## config.mk

```make
export PLATFORM = sky130hd
export DESIGN_NAME = tar_stream_validator_core
export DESIGN_NICKNAME = d
export VERILOG_FILES = /design/src/rtl/core/tsv_pkg.sv /design/src/rtl/core/tsv_front.sv /design/src/rtl/core/tsv_queue.sv /design/src/rtl/core/tar_stream_validator_core.sv
export SDC_FILE = /design/constraint.sdc
export NUM_CORES = 1
export LEC_CHECK = 0
export BUFFER_PORTS_ARGS = -buffer_cell sky130_fd_sc_hd__buf_2
export CORE_AREA = 2 2 188 236
export DETAILED_ROUTE_END_ITERATION = 7
export DIE_AREA = 0 0 190 238
export PLACE_DENSITY = 0.77
export SKIP_LAST_GASP = 1
export SLEW_MARGIN = 30
export SYNTH_ARGS = -nofsm -noshare
export SYNTH_HDL_FRONTEND = slang
export SYNTH_HIERARCHICAL = 1
export SYNTH_SLANG_ARGS = --single-unit
```

## constraint.sdc

```tcl
create_clock -name clk -period 19 [get_ports clk]
set_input_delay 1.9 -clock clk [delete_from_list [all_inputs] [get_ports clk]]
set_output_delay 1.9 -clock clk [all_outputs]
set_load 0.01 [all_outputs]
```

## src/rtl/core/tsv_pkg.sv

```systemverilog
`timescale 1ns / 1ps
// ----------------------------------------------------------------------------
// tsv_pkg
// shared types and constants for the tar stream validator
// ----------------------------------------------------------------------------
package tsv_pkg;

    localparam int unsigned BLOCK_BYTES = 512;
    localparam int unsigned OFF_W       = 9;

    typedef enum logic [2:0] {
        PH_HEADER = 3'd0,
        PH_DATA   = 3'd1,
        PH_PAD    = 3'd2,
        PH_TRAIL  = 3'd3,
        PH_HALT   = 3'd4
    } phase_t;

    typedef enum logic [1:0] {
        KIND_ENTRY   = 2'd0,
        KIND_PAYLOAD = 2'd1,
        KIND_DONE    = 2'd2,
        KIND_ERROR   = 2'd3
    } kind_t;

    typedef enum logic [3:0] {
        F_NONE      = 4'd0,
        F_CHECKSUM  = 4'd1,
        F_NAME      = 4'd2,
        F_ENTRIES   = 4'd3,
        F_SIZE      = 4'd4,
        F_DIR_SIZE  = 4'd5,
        F_TYPE      = 4'd6,
        F_TRUNC     = 4'd7,
        F_NO_END    = 4'd8,
        F_TRAIL     = 4'd9
    } fault_t;

    localparam logic [7:0] CH_NUL   = 8'h00;
    localparam logic [7:0] CH_SPACE = 8'h20;
    localparam logic [7:0] CH_ZERO  = 8'h30;
    localparam logic [7:0] CH_SEVEN = 8'h37;
    localparam logic [7:0] CH_FIVE  = 8'h35;

    localparam logic [19:0] MAX_ENTRIES_RST = 20'd100000;
    localparam logic [29:0] MAX_BYTES_RST   = 30'd536870912;

    localparam logic CFG_MAX_ENTRIES = 1'b0;
    localparam logic CFG_MAX_BYTES   = 1'b1;

    typedef struct packed {
        kind_t       kind;
        logic        is_dir;
        logic [29:0] length;
        logic [19:0] number;
        logic [7:0]  value;
        logic        final_byte;
        fault_t      fault;
    } result_t;

endpackage

```

## src/rtl/core/tsv_front.sv

```systemverilog
`timescale 1ns / 1ps
// ----------------------------------------------------------------------------
// tsv_front
// parses the archive byte stream and emits a result for the beats that produce one
// ----------------------------------------------------------------------------
module tsv_front
(
    input  logic                clk,
    input  logic                rst_n,
    input  logic                in_valid,
    output logic                in_ready,
    input  logic [7:0]          in_byte,
    input  logic                in_end,
    input  logic [19:0]         max_entries,
    input  logic [29:0]         max_bytes,
    input  logic                q_ready,
    output logic                q_push,
    output tsv_pkg::result_t    q_data
);

    logic [8:0]             off_reg, off_next;
    tsv_pkg::phase_t        phase_reg, phase_next;
    logic [1:0]             zrun_reg, zrun_next;
    logic                   allz_reg, allz_next;
    logic [16:0]            sum_reg, sum_next;
    logic [35:0]            oct_reg, oct_next;
    logic [1:0]             octph_reg, octph_next;
    logic                   octdig_reg, octdig_next;
    logic                   octbad_reg, octbad_next;
    logic [35:0]            size_reg, size_next;
    logic                   sizebad_reg, sizebad_next;
    logic [23:0]            ssum_reg, ssum_next;
    logic                   sumbad_reg, sumbad_next;
    logic                   nend_reg, nend_next;
    logic                   nblank_reg, nblank_next;
    logic [7:0]             type_reg, type_next;
    logic [29:0]            rem_reg, rem_next;
    logic [19:0]            ecnt_reg, ecnt_next;
    logic [29:0]            scnt_reg, scnt_next;

    logic                   fire;
    logic                   emit;
    tsv_pkg::result_t       res;
    tsv_pkg::fault_t        fault;
    tsv_pkg::fault_t        hfault;
    logic                   in_oct;
    logic [1:0]             ph_w;
    logic [35:0]            oct_w;
    logic                   dig_w, bad_w;
    logic                   is_digit;
    logic                   allz_w;
    logic [16:0]            sum_w;
    logic                   nblank_w;
    logic                   nend_w;
    logic [7:0]             type_w;
    logic [35:0]            size_w;
    logic                   sizebad_w;
    logic [23:0]            ssum_w;
    logic                   sumbad_w;
    logic [8:0]             off_inc;

    assign in_ready = q_ready;
    assign fire     = in_valid & in_ready;
    assign q_push   = fire & emit;
    assign q_data   = res;
    assign is_digit = (in_byte >= tsv_pkg::CH_ZERO) && (in_byte <= tsv_pkg::CH_SEVEN);
    assign off_inc  = off_reg + 9'd1;

    always_comb
    begin
        in_oct = ((off_reg >= 9'd124) && (off_reg < 9'd136))
              || ((off_reg >= 9'd148) && (off_reg < 9'd156));
        ph_w  = octph_reg;
        oct_w = oct_reg;
        dig_w = octdig_reg;
        bad_w = octbad_reg;
        if (off_reg == 9'd124 || off_reg == 9'd148)
        begin
            ph_w  = 2'd0;
            oct_w = '0;
            dig_w = 1'b0;
            bad_w = 1'b0;
        end
        if (in_oct)
        begin
            if (ph_w == 2'd0 && !(in_byte == tsv_pkg::CH_NUL || in_byte == tsv_pkg::CH_SPACE))
                ph_w = 2'd1;
            if (ph_w == 2'd1 && (in_byte == tsv_pkg::CH_NUL || in_byte == tsv_pkg::CH_SPACE))
                ph_w = 2'd2;
            else if (ph_w == 2'd1 && !is_digit)
            begin
                bad_w = 1'b1;
                ph_w  = 2'd2;
            end
            else if (ph_w == 2'd1)
            begin
                oct_w = {oct_w[32:0], 3'b000} + {33'd0, in_byte[2:0]};
                dig_w = 1'b1;
            end
        end
        sum_w = sum_reg + (((off_reg >= 9'd148) && (off_reg < 9'd156))
                ? 17'd32 : {9'd0, in_byte});
        allz_w = allz_reg & (in_byte == 8'd0);
        nblank_w = nblank_reg;
        nend_w   = nend_reg;
        if (off_reg < 9'd100 && !nend_reg)
        begin
            if (in_byte == 8'd0)
                nend_w = 1'b1;
            else if (in_byte != tsv_pkg::CH_SPACE)
                nblank_w = 1'b1;
        end
        size_w    = (off_reg == 9'd135) ? oct_w : size_reg;
        sizebad_w = (off_reg == 9'd135) ? (bad_w | ~dig_w) : sizebad_reg;
        ssum_w    = (off_reg == 9'd155) ? oct_w[23:0] : ssum_reg;
        sumbad_w  = (off_reg == 9'd155) ? (bad_w | ~dig_w) : sumbad_reg;
        type_w    = (off_reg == 9'd156) ? in_byte : type_reg;
    end

    always_comb
    begin
        if (sumbad_w || ({7'd0, sum_w} != ssum_w))
            hfault = tsv_pkg::F_CHECKSUM;
        else if (!nblank_w)
            hfault = tsv_pkg::F_NAME;
        else if (ecnt_reg >= max_entries)
            hfault = tsv_pkg::F_ENTRIES;
        else if (sizebad_w)
            hfault = tsv_pkg::F_SIZE;
        else if (size_w > {6'd0, max_bytes})
            hfault = tsv_pkg::F_TRUNC;
        else if (in_end && size_w != 36'd0)
            hfault = tsv_pkg::F_TRUNC;
        else if (type_w == tsv_pkg::CH_FIVE && size_w != 36'd0)
            hfault = tsv_pkg::F_DIR_SIZE;
        else if (type_w != tsv_pkg::CH_NUL && type_w != tsv_pkg::CH_ZERO
                 && type_w != tsv_pkg::CH_FIVE)
            hfault = tsv_pkg::F_TYPE;
        else if (in_end)
            hfault = tsv_pkg::F_NO_END;
        else
            hfault = tsv_pkg::F_NONE;
    end

    always_comb
    begin
        off_next     = off_reg;
        phase_next   = phase_reg;
        zrun_next    = zrun_reg;
        allz_next    = allz_reg;
        sum_next     = sum_reg;
        oct_next     = oct_reg;
        octph_next   = octph_reg;
        octdig_next  = octdig_reg;
        octbad_next  = octbad_reg;
        size_next    = size_reg;
        sizebad_next = sizebad_reg;
        ssum_next    = ssum_reg;
        sumbad_next  = sumbad_reg;
        nend_next    = nend_reg;
        nblank_next  = nblank_reg;
        type_next    = type_reg;
        rem_next     = rem_reg;
        ecnt_next    = ecnt_reg;
        scnt_next    = scnt_reg;
        fault        = tsv_pkg::F_NONE;
        emit         = 1'b0;
        res          = '0;
        if (fire)
        begin
            if (phase_reg == tsv_pkg::PH_HALT)
            begin
            end
            else if (scnt_reg >= max_bytes)
                fault = tsv_pkg::F_TRAIL;
            else
            begin
                scnt_next = scnt_reg + 30'd1;
                if (phase_reg != tsv_pkg::PH_TRAIL)
                    off_next = off_inc;
                case (phase_reg)
                    tsv_pkg::PH_HEADER:
                    begin
                        sum_next     = sum_w;
                        allz_next    = allz_w;
                        nblank_next  = nblank_w;
                        nend_next    = nend_w;
                        oct_next     = oct_w;
                        octph_next   = ph_w;
                        octdig_next  = dig_w;
                        octbad_next  = bad_w;
                        size_next    = size_w;
                        sizebad_next = sizebad_w;
                        ssum_next    = ssum_w;
                        sumbad_next  = sumbad_w;
                        type_next    = type_w;
                        if (off_reg == 9'd511)
                        begin
                            if (allz_w)
                            begin
                                if (zrun_reg != 2'd0)
                                begin
                                    zrun_next  = 2'd2;
                                    phase_next = tsv_pkg::PH_TRAIL;
                                    if (in_end)
                                    begin
                                        emit     = 1'b1;
                                        res.kind = tsv_pkg::KIND_DONE;
                                    end
                                end
                                else
                                begin
                                    zrun_next = 2'd1;
                                    if (in_end)
                                        fault = tsv_pkg::F_NO_END;
                                end
                            end
                            else
                            begin
                                zrun_next = 2'd0;
                                fault     = hfault;
                                if (hfault == tsv_pkg::F_NONE)
                                begin
                                    emit       = 1'b1;
                                    res.kind   = tsv_pkg::KIND_ENTRY;
                                    res.is_dir = (type_w == tsv_pkg::CH_FIVE);
                                    res.length = size_w[29:0];
                                    res.number = ecnt_reg;
                                    ecnt_next  = ecnt_reg + 20'd1;
                                    if (size_w != 36'd0)
                                    begin
                                        rem_next   = size_w[29:0];
                                        phase_next = tsv_pkg::PH_DATA;
                                    end
                                end
                            end
                            sum_next    = '0;
                            allz_next   = 1'b1;
                            nblank_next = 1'b0;
                            nend_next   = 1'b0;
                            oct_next    = '0;
                            octph_next  = 2'd0;
                            octdig_next = 1'b0;
                            octbad_next = 1'b0;
                        end
                        else if (in_end)
                            fault = tsv_pkg::F_NO_END;
                    end
                    tsv_pkg::PH_DATA:
                    begin
                        emit             = 1'b1;
                        res.kind         = tsv_pkg::KIND_PAYLOAD;
                        res.number       = ecnt_reg - 20'd1;
                        res.value        = in_byte;
                        res.final_byte   = (rem_reg == 30'd1);
                        if (rem_reg != 30'd0)
                            rem_next = rem_reg - 30'd1;
                        if (rem_reg <= 30'd1)
                            phase_next = (off_inc == 9'd0) ? tsv_pkg::PH_HEADER
                                                           : tsv_pkg::PH_PAD;
                        if (in_end)
                            fault = (phase_next == tsv_pkg::PH_HEADER)
                                    ? tsv_pkg::F_NO_END : tsv_pkg::F_TRUNC;
                    end
                    tsv_pkg::PH_PAD:
                    begin
                        if (off_inc == 9'd0)
                            phase_next = tsv_pkg::PH_HEADER;
                        if (in_end)
                            fault = (off_inc == 9'd0)
                                    ? tsv_pkg::F_NO_END : tsv_pkg::F_TRUNC;
                    end
                    default:
                    begin
                        if (in_byte != 8'd0)
                            fault = tsv_pkg::F_TRAIL;
                        else if (in_end)
                        begin
                            emit     = 1'b1;
                            res.kind = tsv_pkg::KIND_DONE;
                        end
                    end
                endcase
            end
            if (fault != tsv_pkg::F_NONE)
            begin
                emit       = 1'b1;
                res        = '0;
                res.kind   = tsv_pkg::KIND_ERROR;
                res.fault  = fault;
                phase_next = tsv_pkg::PH_HALT;
            end
            if (in_end)
            begin
                off_next     = '0;
                phase_next   = tsv_pkg::PH_HEADER;
                zrun_next    = '0;
                allz_next    = 1'b1;
                sum_next     = '0;
                oct_next     = '0;
                octph_next   = 2'd0;
                octdig_next  = 1'b0;
                octbad_next  = 1'b0;
                size_next    = '0;
                sizebad_next = 1'b0;
                ssum_next    = '0;
                sumbad_next  = 1'b0;
                nend_next    = 1'b0;
                nblank_next  = 1'b0;
                type_next    = '0;
                rem_next     = '0;
                ecnt_next    = '0;
                scnt_next    = '0;
            end
        end
    end

    always_ff @(posedge clk or negedge rst_n)
    begin
        if (!rst_n)
        begin
            off_reg     <= '0;
            phase_reg   <= tsv_pkg::PH_HEADER;
            zrun_reg    <= '0;
            allz_reg    <= 1'b1;
            sum_reg     <= '0;
            oct_reg     <= '0;
            octph_reg   <= '0;
            octdig_reg  <= 1'b0;
            octbad_reg  <= 1'b0;
            size_reg    <= '0;
            sizebad_reg <= 1'b0;
            ssum_reg    <= '0;
            sumbad_reg  <= 1'b0;
            nend_reg    <= 1'b0;
            nblank_reg  <= 1'b0;
            type_reg    <= '0;
            rem_reg     <= '0;
            ecnt_reg    <= '0;
            scnt_reg    <= '0;
        end
        else
        begin
            off_reg     <= off_next;
            phase_reg   <= phase_next;
            zrun_reg    <= zrun_next;
            allz_reg    <= allz_next;
            sum_reg     <= sum_next;
            oct_reg     <= oct_next;
            octph_reg   <= octph_next;
            octdig_reg  <= octdig_next;
            octbad_reg  <= octbad_next;
            size_reg    <= size_next;
            sizebad_reg <= sizebad_next;
            ssum_reg    <= ssum_next;
            sumbad_reg  <= sumbad_next;
            nend_reg    <= nend_next;
            nblank_reg  <= nblank_next;
            type_reg    <= type_next;
            rem_reg     <= rem_next;
            ecnt_reg    <= ecnt_next;
            scnt_reg    <= scnt_next;
        end
    end

endmodule

```

## src/rtl/core/tsv_queue.sv

```systemverilog
`timescale 1ns / 1ps
// ----------------------------------------------------------------------------
// tsv_queue
// two-entry result queue between parser and output port
// ----------------------------------------------------------------------------
module tsv_queue
(
    input  logic                clk,
    input  logic                rst_n,
    input  logic                push,
    output logic                push_ready,
    input  tsv_pkg::result_t    push_data,
    output logic                pop_valid,
    input  logic                pop,
    output tsv_pkg::result_t    pop_data
);

    tsv_pkg::result_t   mem_reg [2];
    logic               wp_reg, wp_next;
    logic               rp_reg, rp_next;
    logic [1:0]         cnt_reg, cnt_next;
    logic               do_pop;

    assign push_ready = (cnt_reg != 2'd2);
    assign pop_valid  = (cnt_reg != 2'd0);
    assign pop_data   = mem_reg[rp_reg];
    assign do_pop     = pop & pop_valid;

    always_comb
    begin
        wp_next  = wp_reg ^ push;
        rp_next  = rp_reg ^ do_pop;
        cnt_next = cnt_reg + {1'b0, push} - {1'b0, do_pop};
    end

    always_ff @(posedge clk or negedge rst_n)
    begin
        if (!rst_n)
        begin
            wp_reg  <= 1'b0;
            rp_reg  <= 1'b0;
            cnt_reg <= '0;
        end
        else
        begin
            wp_reg  <= wp_next;
            rp_reg  <= rp_next;
            cnt_reg <= cnt_next;
        end
    end

    always_ff @(posedge clk)
    begin
        if (push)
            mem_reg[wp_reg] <= push_data;
    end

endmodule

```

## src/rtl/core/tar_stream_validator_core.sv

```systemverilog
`timescale 1ns / 1ps
// ----------------------------------------------------------------------------
// tar_stream_validator_core
// ustar archive byte stream checker with entry records and payload passthrough
// ----------------------------------------------------------------------------
// Takes one archive byte per clock while the queue has room. Each input beat is
// parsed combinationally and its result, if any, enters a two-entry queue that
// drives the output port, so a byte is accepted every cycle while the output
// keeps up; the queue absorbs a stall of up to two results. A result is
// registered in the queue before it reaches the output port.
module tar_stream_validator_core
#(
    parameter int unsigned CFG_IDX_W = 1
)
(
    input  logic                    clk,
    input  logic                    rst_n,
    input  logic                    s_tvalid,
    output logic                    s_tready,
    input  logic [7:0]              s_tdata,    // stream_byte
    input  logic                    s_tlast,    // stream_end
    output logic                    m_tvalid,
    input  logic                    m_tready,
    output logic [63:0]             m_tdata,    // entry_is_directory, entry_length,
                                                // entry_number, payload_value, fault_code
    output logic                    m_tlast,    // payload_final
    output logic [1:0]              m_tuser,    // result_kind
    input  logic                    cfg_we,
    input  logic [CFG_IDX_W-1:0]    cfg_index,
    input  logic [29:0]             cfg_data
);

    logic [19:0]        max_ent_reg;
    logic [29:0]        max_bytes_reg;
    logic               q_ready;
    logic               q_push;
    tsv_pkg::result_t   q_in;
    tsv_pkg::result_t   q_out;

    always_ff @(posedge clk or negedge rst_n)
    begin
        if (!rst_n)
        begin
            max_ent_reg   <= tsv_pkg::MAX_ENTRIES_RST;
            max_bytes_reg <= tsv_pkg::MAX_BYTES_RST;
        end
        else if (cfg_we)
        begin
            if (cfg_index == CFG_IDX_W'(tsv_pkg::CFG_MAX_ENTRIES))
                max_ent_reg <= cfg_data[19:0];
            else if (cfg_index == CFG_IDX_W'(tsv_pkg::CFG_MAX_BYTES))
                max_bytes_reg <= cfg_data;
        end
    end

    tsv_front u_front
    (
        .clk         (clk),
        .rst_n       (rst_n),
        .in_valid    (s_tvalid),
        .in_ready    (s_tready),
        .in_byte     (s_tdata),
        .in_end      (s_tlast),
        .max_entries (max_ent_reg),
        .max_bytes   (max_bytes_reg),
        .q_ready     (q_ready),
        .q_push      (q_push),
        .q_data      (q_in)
    );

    tsv_queue u_queue
    (
        .clk        (clk),
        .rst_n      (rst_n),
        .push       (q_push),
        .push_ready (q_ready),
        .push_data  (q_in),
        .pop_valid  (m_tvalid),
        .pop        (m_tready),
        .pop_data   (q_out)
    );

    assign m_tuser = q_out.kind;
    assign m_tlast = q_out.final_byte;
    assign m_tdata = {1'b0, q_out.fault, q_out.value, q_out.number,
                      q_out.length, q_out.is_dir};

endmodule

```

==> results.yml, run 1 <==
timing:
  min_period_over_period_pct: 53.6
  hold_violations: 0
  max_slew.worst_pin.slew_ps: 965
  skew_ps: 17.9
  setup-tns-final_ps: 0
  setup_viol: 0
  drv_slew: 0
  relSlewSlack_pct: 35.0
  rsz0062_at_grt: "no"
  maxClockFrequency_ghz: 0.0983
  period_minus_slack_ps: 10180
placement:
  place.gp.congestion: 0.946
  io_buffers: 112
  hpwl_mm: 47.9
finish:
  layout_common_cells: "dfrtp_1 (269), nand2_1 (229), nor2_1 (203)"
  diodes: 0
  n_fill_cell: 3520
  drive_gt1_share_pct: 15.7
  multi_input_comb_area_um2: 11600
  final_common_cell: "dfrtp_1"
  largest_register_ffs: 132
  fin_nets: 2566
  syn2layout_area_growth_pct: 11.1
  seqCellArea_um2: 10900
power:
  clockPowerShare_pct: 25.8
  cellLeakagePower_nw: 11.2
  p_per_area_nw_per_um2: 132
  p_sw_w: 0.00134
  power_w: 0.00344
  p_seq_share_pct: 34.8
  comb_power_share_pct: 39.4
  swShare_pct: 39.0
  peakVddDrop_uv: 87.3
  internal-power_w: 0.00210
yosys:
  synth_cell_types: 95
  synth-async-reset-ratio_pct: 67.8
  postSynthCellCount: 2358
  syn-num-nets: 2504
  ys.flop_type: "dfrtp_1"
  ys.warnings.count: 6
  synth_seq_cells: 410
  synth_edf_count: 132
  ys_seq_area_share_pct: 46.7
  syn_avg_cell_area_um2: 9.92
  syn-cell-area_um2: 23400
status:
  outcome: "finished clean"
clock_tree:
  ctsLongestPathBuffers: 3
  clock-root-buffer: "clkbuf_16"
  postCtsHoldBufs: 0
  cts_tree: "built"
  cts_resized: 0
  clk_latency_ps: 560
  cts_max_level: 2
  cts_buffers: 43
  clk_pin_slew_ps: 60
  post_cts_buffers: 0
  cts.sinks: 410
floorplanning:
  start_util_pct: 54.6
  rows: 85
  die_area_um2: 45200
  core_area_um2: 42900
  die_h_um: 238
  die_width_um: 190
  pin_count: 114
setup_path:
  r2r_cells: 24
  start_kind: "input port"
  r2r_start: "u_front/off_reg[3]"
  endpoint_kind: "register"
  startpoint: "s_tdata[3]"
  critPathArrivalTime_ps: 10410
  required_ps: 19240
  critPathMaxFanout: 34
  critPathKind: "in -> reg"
routing:
  vias: 19184
  routedWlPerCell_um: 22.5
  drc_errors: 0
  first_pass_iters: 5
  wl_mm: 67.8
  ant_nets: 0
  drt-vias-per-instance: 6.35
  drt_iter0_drc: 1510
job:
  max_cap_viol_count: 0
min_path:
  min_path_cells: 2
  min-delay-start: "u_front/sum_reg[3]"
  hold_class: "reg -> reg"
global_route:
  grt_pass1_vias: 18831
  grt_pass1_wl_mm: 106
  antenna_found_initial: 1
  grt_usage_pct: 29.9
  overflow: 0
  grt_max_degree: 141
-- layer usage --
metal	global-route usage [%]	up-vias	wire length [um]
met5	0	-	13
met1	37.8	9373	26200
met4	13.7	2	3270
met2	50.5	885	33200
li1	-	8716	-
met3	4.66	208	5120
-- cells in the mapped netlist (all sizes together), types with 5 or more instances --
master	instances	area, um^2
dfrtp	270	6760
nand2	232	878
o21ai	211	1060
nor2	205	777
a21oi	140	701
edfxtp	132	3960
mux2	122	1600
ha	100	1250
clkbuf	97	364
inv	86	323
nor3	72	377
a22o	65	569
nand3	49	245
or3	44	280
nor4	43	275
nor2b	42	265
xnor2	42	368
mux2i	35	350
buf	34	240
nand4	33	206
xor2	31	272
and2	26	163
a31oi	25	156
a22oi	21	158
a21o	17	128
and3	17	106
or4	15	116
nand2b	12	75.1
o31ai	12	90.1
a2111oi	11	96.3
a211oi	10	75.1
dfstp	8	210
o21a	8	60.1
or2	7	43.8
and4	5	43.8
nand3b	5	37.5
o211ai	5	37.5
-- power by group through the flow --
stage | Clock (W) | Sequential [W] | Combinational [W]
floorplan | 0 | 0.00115 | 0.000953
global placement | 0 | 0.00122 | 0.00128
finish | 0.000887 | 0.00120 | 0.00136
detailed placement | 0 | 0.00121 | 0.00132
global route | 0.000933 | 0.00122 | 0.00147
CTS | 0.000901 | 0.00120 | 0.00133
-- worst paths after layout --
check / end / slack [ps]
worst min register to register: u_front/sum_reg[3] / 480
worst max register to register: u_queue/mem_reg[0][48] / 9710
max in group asynchronous: u_front/ecnt_reg[13] / 15820
worst min-delay path: u_front/sum_reg[3] / 480
worst max-delay path: u_queue/mem_reg[0][48] / 8820
min in group asynchronous: u_front/size_reg[21] / 1340
-- worst max-delay path, stage by stage --
cell and delay, ps:
buf_2 120, or3_1 460, or2_0 420, a31oi_1 590
nand2_1 110, buf_4 300, mux2i_1 200, o21ai_0 480
ha_1 370, a41o_1 190, a221oi_1 300, o211ai_1 210
nor4bb_1 270, o21ai_0 180, nor4_1 770, nand3_1 250
nor2_1 300, nand2_1 200, o41ai_1 400, or3_4 230
a21o_1 710, a21oi_1 90, nor2_1 410, ha_4 570
buf_12 310
-- area by class of cell --
class	count	area share (%)
inverter	86	1.24
multi-input combinational	1731	44.8
sequential	410	42.1
clock inverter	28	1.21
clock buffer	52	4.51
tap	565	2.72
timing repair buffer	148	3.50
-- cells by family after synthesis --
family | Yosys count | share of synthesized area [%]
AOI/OAI and AO/OA | 573 | 15.3
adders and majority gates | 101 | 5.43
other | 1 | 0.0160
DFF | 410 | 46.7
and+or+nand+nor | 825 | 17.4
buffers and inverters | 217 | 3.96
xor gates and xnor gates | 74 | 2.83
muxes | 157 | 8.33
-- per-stage QoR --
| stage | setup slack, ps | area (um^2) | cells | util [%] | hold WS [ps] |
|---|---|---|---|---|---|
| after floorplan | 9830 | 23400 | 2358 | - | 439 |
| after global placement | 8690 | 24400 | 2936 | 56.9 | 457 |
| after detailed placement | 8310 | 24500 | 2938 | 57.1 | 465 |
| after CTS | 8840 | 25900 | 3018 | 60.5 | 478 |
| after global routing | 8330 | 26000 | 3020 | 60.7 | 505 |
| final | 8820 | 26000 | 3020 | 60.7 | 482 |
Power figures use the tool's default switching activity.
==> run 2: changes to the inputs <==
Settings changed: ABC_AREA from default to 1, CORE_AREA 2 2 188 236 to 2 2 190 239, DIE_AREA 0 0 190 238 to 0 0 192 241, PLACE_DENSITY 0.77 to 0.8.
Clock period 19 ns to 9.1 ns, I/O delays scaled along.
==> results.yml, run 2 <==
power:
  clockPowerShare_pct: 25.1
  peakVddDrop_uv: 147
  internal-power_w: 0.00408
  p_sw_w: 0.00283
  p_seq_share_pct: 35.3
  comb_power_share_pct: 39.6
  swShare_pct: 40.9
  cellLeakagePower_nw: 12.5
  p_per_area_nw_per_um2: 264
yosys:
  synth_cell_types: 66
  postSynthCellCount: 3025
  syn-num-nets: 3171
  synth_edf_count: 132
  synth-async-reset-ratio_pct: 67.8
  synth_commonest_cells: "nand2_1 (906), inv_1 (339), dfrtp_1 (270)"
  ys.warnings.count: 6
  synth_seq_cells: 410
  syn_avg_cell_area_um2: 7.92
  ys_seq_area_share_pct: 45.6
  ys.flop_type: "dfrtp_1"
  yosys.area.top_type_share_pct: 28.2
  yosysMostFrequentCell: "nand2_1"
  synthTopCellsByArea: "dfrtp_1 (28%), edfxtp_1 (17%), nand2_1 (14%)"
  syn-cell-area_um2: 24000
  synth_top_cell_by_area: "dfrtp_1"
finish:
  largest_register_ffs: 132
  final_common_cell: "nand2_1"
  drive_gt1_share_pct: 9.42
  layout_common_cells: "nand2_1 (904), inv_1 (338), dfrtp_1 (269)"
  fin_nets: 3212
  syn2layout_area_growth_pct: 9.30
  final_core_util_pct: 59.6
  diodes: 0
clock_tree:
  post_cts_buffers: 0
  cts_resized: 0
  clk_pin_slew_ps: 60
  cts_max_level: 2
  clock-root-buffer: "clkbuf_16"
  cts_tree: "built"
  cts_buffers: 43
  postCtsHoldBufs: 0
  cts.sinks: 410
  ctsLongestPathBuffers: 3
  clk_latency_ps: 560
routing:
  drt-vias-per-instance: 5.77
  wl_mm: 67.8
  first_pass_iters: 6
  vias: 21192
  routedWlPerCell_um: 18.5
  ant_nets: 0
  drc_errors: 0
  drt_iter0_drc: 2040
timing:
  period_minus_slack_ps: 7180
  setup_viol: 0
  setup-tns-final_ps: 0
  relSlewSlack_pct: 29.1
  rsz0062_at_grt: "no"
  max_slew.worst_pin.slew_ps: 1060
  skew_ps: 22.7
  min_period_over_period_pct: 78.9
  drv_slew: 0
  hold_violations: 0
  maxClockFrequency_ghz: 0.139
floorplanning:
  die_h_um: 241
  pin_count: 114
  die_area_um2: 46300
  start_util_pct: 54.6
  die_width_um: 192
  rows: 86
  core_area_um2: 43900
status:
  outcome: "finished clean"
setup_path:
  path_buf_inv: 3
  required_ps: 9340
  critPathMaxFanout: 52
  critPathMostFrequentCell: "nand2_1"
  crit_path_max_incr_delay_ps: 750
  start_kind: "register"
  critPathTopFamily: "simple AND/OR/NAND/NOR gates"
  critPathKind: "reg -> reg"
  critPathSlowestCell: "ha_2"
  critPathArrivalTime_ps: 7420
  endpoint_kind: "register"
  rrSetupSlack_ps: 1920
global_route:
  grt_util_met1_pct: 36.5
  met2_usage_pct: 50.5
  grt_usage_pct: 29.5
  grt_pass1_wl_mm: 107
  grt_use_met3_pct: 4.22
  overflow: 0
  grt_pass1_vias: 20405
  grt-busiest-layer: "met2"
  antenna_found_initial: 0
  grt_max_degree: 103
min_path:
  hold_class: "in -> async"
placement:
  hpwl_mm: 48.9
  io_buffers: 112
  place.gp.congestion: 0.963
job:
  max_cap_viol_count: 0
run 2: cell count changes after synthesis, sizes merged, moves of 56 or more:
| cell | change |
|---|---|
| nand3 | +144 |
| o22ai | +56 |
| mux2 | -122 |
| inv | +265 |
| a22o | -65 |
| nand2 | +682 |
run 2: cells by family (layout without fill, tap and decap cells):
group                    Yosys count  after routing  synth area share, %
AND/OR/NAND/NOR                 1506           1506                 26.7
buffers and inverters            491            566                 8.43
AO/OA/AOI/OAI                    445            445                 11.3
flip-flops                       410            410                 45.6
adder cells (fa/ha/maj)          101            101                 5.31
XOR/XNOR                          71             71                 2.60
other                              1              1               0.0157
run 2: per-stage QoR:
| step | cells | area, um^2 | worst slack (ps) | hold slack (ps) | power (W) |
|---|---|---|---|---|---|
| finish | 3672 | 26200 | 1920 | 300 | 0.00691 |
| global route | 3672 | 26200 | 968 | 350 | 0.00731 |
| CTS | 3672 | 26200 | 2020 | 320 | 0.00690 |
| detailed placement | 3593 | 24800 | 1560 | 456 | 0.00515 |
| global placement | 3593 | 24800 | 1660 | 457 | 0.00510 |
| floorplan | 3025 | 24000 | 2720 | 442 | 0.00435 |
run 2: path summary, 6_finish.rpt:
kind,start,endpoint,depth (start not counted)
max,u_front/off_reg[2],u_queue/mem_reg[0][14],37
min,rst_n,u_front/size_reg[35],1
max reg2reg,u_front/off_reg[2],u_queue/mem_reg[0][14],37
min reg2reg,max_bytes_reg[29],max_bytes_reg[29],2
max in group asynchronous,rst_n,u_queue/rp_reg,3
min in group clk,max_bytes_reg[29],max_bytes_reg[29],2
run 2: power groups by stage:
stage | Clock, W | Sequential, W | Combinational, W
final | 0.00174 | 0.00244 | 0.00274
after global routing | 0.00184 | 0.00247 | 0.00301
after CTS | 0.00176 | 0.00244 | 0.00270
after detailed placement | 0 | 0.00247 | 0.00268
after global placement | 0 | 0.00246 | 0.00264
after floorplan | 0 | 0.00243 | 0.00193
run 2: layer usage:
| metal | share of wire (%) | vias to the layer above |
|---|---|---|
| met5 | 0 | - |
| met4 | 5.2 | 0 |
| met3 | 7.3 | 165 |
| met2 | 49 | 905 |
| met1 | 39 | 10022 |
| li1 | - | 10100 |
run 2: area by class of cell:
class | instances | area (um^2)
fill | 3842 | 17700
multi-input combinational | 2124 | 11000
sequential | 410 | 10900
inverter | 354 | 1330
clock buffer | 59 | 1230
timing repair buffer | 133 | 764
tap | 572 | 716
clock inverter | 20 | 166
==> run 3: changes to the inputs <==
Settings changed: ABC_AREA 1 to 0, CORE_AREA 2 2 190 239 to 2 2 188 236, DIE_AREA 0 0 192 241 to 0 0 190 238, PLACE_DENSITY 0.8 to 0.77.
Clock period 9.1 ns to 6.7 ns, I/O delays scaled along.
==> results.yml, run 3 (synthesis gave the netlist of run 1 again) <==
routing:
  drt-vias-per-instance: 6.31
  drt_iter0_drc: 2110
  routedWlPerCell_um: 22.4
  drc_errors: 0
  ant_nets: 0
  vias: 19771
  wl_mm: 70.2
  first_pass_iters: 6
global_route:
  grt_usage_pct: 30.7
  antenna_found_initial: 0
  grt_pass1_wl_mm: 109
  overflow: 0
  grt_max_degree: 112
  grt_pass1_vias: 19485
floorplanning:
  start_util_pct: 54.6
  die_area_um2: 45200
  rows: 85
  pin_count: 114
  die_h_um: 238
  die_width_um: 190
  core_area_um2: 42900
clock_tree:
  cts_max_level: 2
  ctsLongestPathBuffers: 3
  cts.sinks: 410
  cts_buffers: 42
  cts_tree: "built"
  clock-root-buffer: "clkbuf_16"
  clk_pin_slew_ps: 60
  postCtsHoldBufs: 0
  clk_latency_ps: 560
setup_path:
  crit_path_max_incr_delay_ps: 560
  r2r_start: "u_front/off_reg[8]"
  critPathMostFrequentCell: "or4_4"
  timing.rr.end: "u_queue/mem_reg[0][62]"
  rrSetupSlack_ps: 150
  endpoint_kind: "register"
  r2r_cells: 25
  critPathKind: "reg -> reg"
  start_kind: "register"
  critPathSlowestCell: "or4_4"
  startpoint: "u_front/off_reg[8]"
  required_ps: 6960
  critPathMaxFanout: 8
  critPathArrivalTime_ps: 6820
  crit_end: "u_queue/mem_reg[0][62]"
placement:
  place.gp.congestion: 1.02
  place_ws_ps: -267
  hpwl_mm: 50.5
  io_buffers: 112
timing:
  hold_violations: 0
  relSlewSlack_pct: 33.2
  setup-tns-final_ps: 0
  skew_ps: 18.6
  drv_slew: 0
  max_slew.worst_pin.slew_ps: 994
  maxClockFrequency_ghz: 0.153
  setup_viol: 0
  whs_ps: 21.5
  min_period_over_period_pct: 97.8
  timing.final.ws_setup_ps: 145
  period_minus_slack_ps: 6550
finish:
  syn2layout_area_growth_pct: 16.1
  diodes: 0
  largest_register_ffs: 132
  drive_gt1_share_pct: 20.7
  layout_common_cells: "dfrtp_1 (268), nand2_1 (229), nor2_1 (200)"
  final_common_cell: "dfrtp_1"
  fin_nets: 2680
power:
  peakVddDrop_uv: 200
  cellLeakagePower_nw: 11.8
  p_per_area_nw_per_um2: 362
status:
  outcome: "finished clean"
min_path:
  hold_class: "in -> async"
job:
  max_cap_viol_count: 0
[run 3: layer usage]
layer,global-route usage (%),vias up,part of all wire (%)
met5,0,-,0
met2,51.3,960,49
li1,-,8951,-
met3,6.25,204,8.2
met1,37.9,9656,38
met4,14.8,0,4.9
[run 3: cell type report]
class                   count  area, um^2
clock buffers              52        1140
clock inverters            25         231
fillers                  3340       15700
inverters                  86         323
multi-input cells        1731       11900
flip-flops and latches    410       10900
well taps                 565         707
repair buffers            263        1930
[run 3: worst min path at each step]
stage,to,slack (ps),from
after global routing,u_front/oct_reg[33],50,rst_n
after global placement,u_front/octdig_reg,460,u_front/octdig_reg
final,u_front/oct_reg[33],20,rst_n
after floorplan,max_bytes_reg[0],370,rst_n
after CTS,u_front/size_reg[33],250,rst_n
after detailed placement,u_front/sum_reg[4],460,u_front/sum_reg[4]
[run 3: power breakdown]
group	switching [W]	leakage (nW)	internal [W]	total, W
logic	0.00254	6.16	0.00158	0.00412
registers	0.000311	4.96	0.00305	0.00336
clock network	0.000999	0.670	0.00136	0.00236
[run 3: worst max-delay path, delay by kind of cell (launching register included)]
kind,cells,cell delay (ps)
AND/OR/NAND/NOR,13,3380
AO/OA/AOI/OAI,5,880
buffers and inverters,4,680
adder cells (fa/ha/maj),2,610
flip-flops,1,440
multiplexers,1,260
[run 3: what timing repair did]
item                       CTS  global route
gates resized for setup      0            65
setup endpoints to repair    0           280
setup buffers                0            15
[run 3: metrics by stage]
step / total power [W] / cells / area, um^2 / util [%]
final: 0.00984 / 3132 / 27200 / 63.4
after global routing: 0.0104 / 3132 / 27200 / 63.4
after CTS: 0.00970 / 3114 / 26600 / 62.2
after detailed placement: 0.00732 / 3037 / 25300 / 59.0
after global placement: 0.00720 / 3034 / 25200 / 58.8
after floorplan: 0.00598 / 2358 / 23400 / -
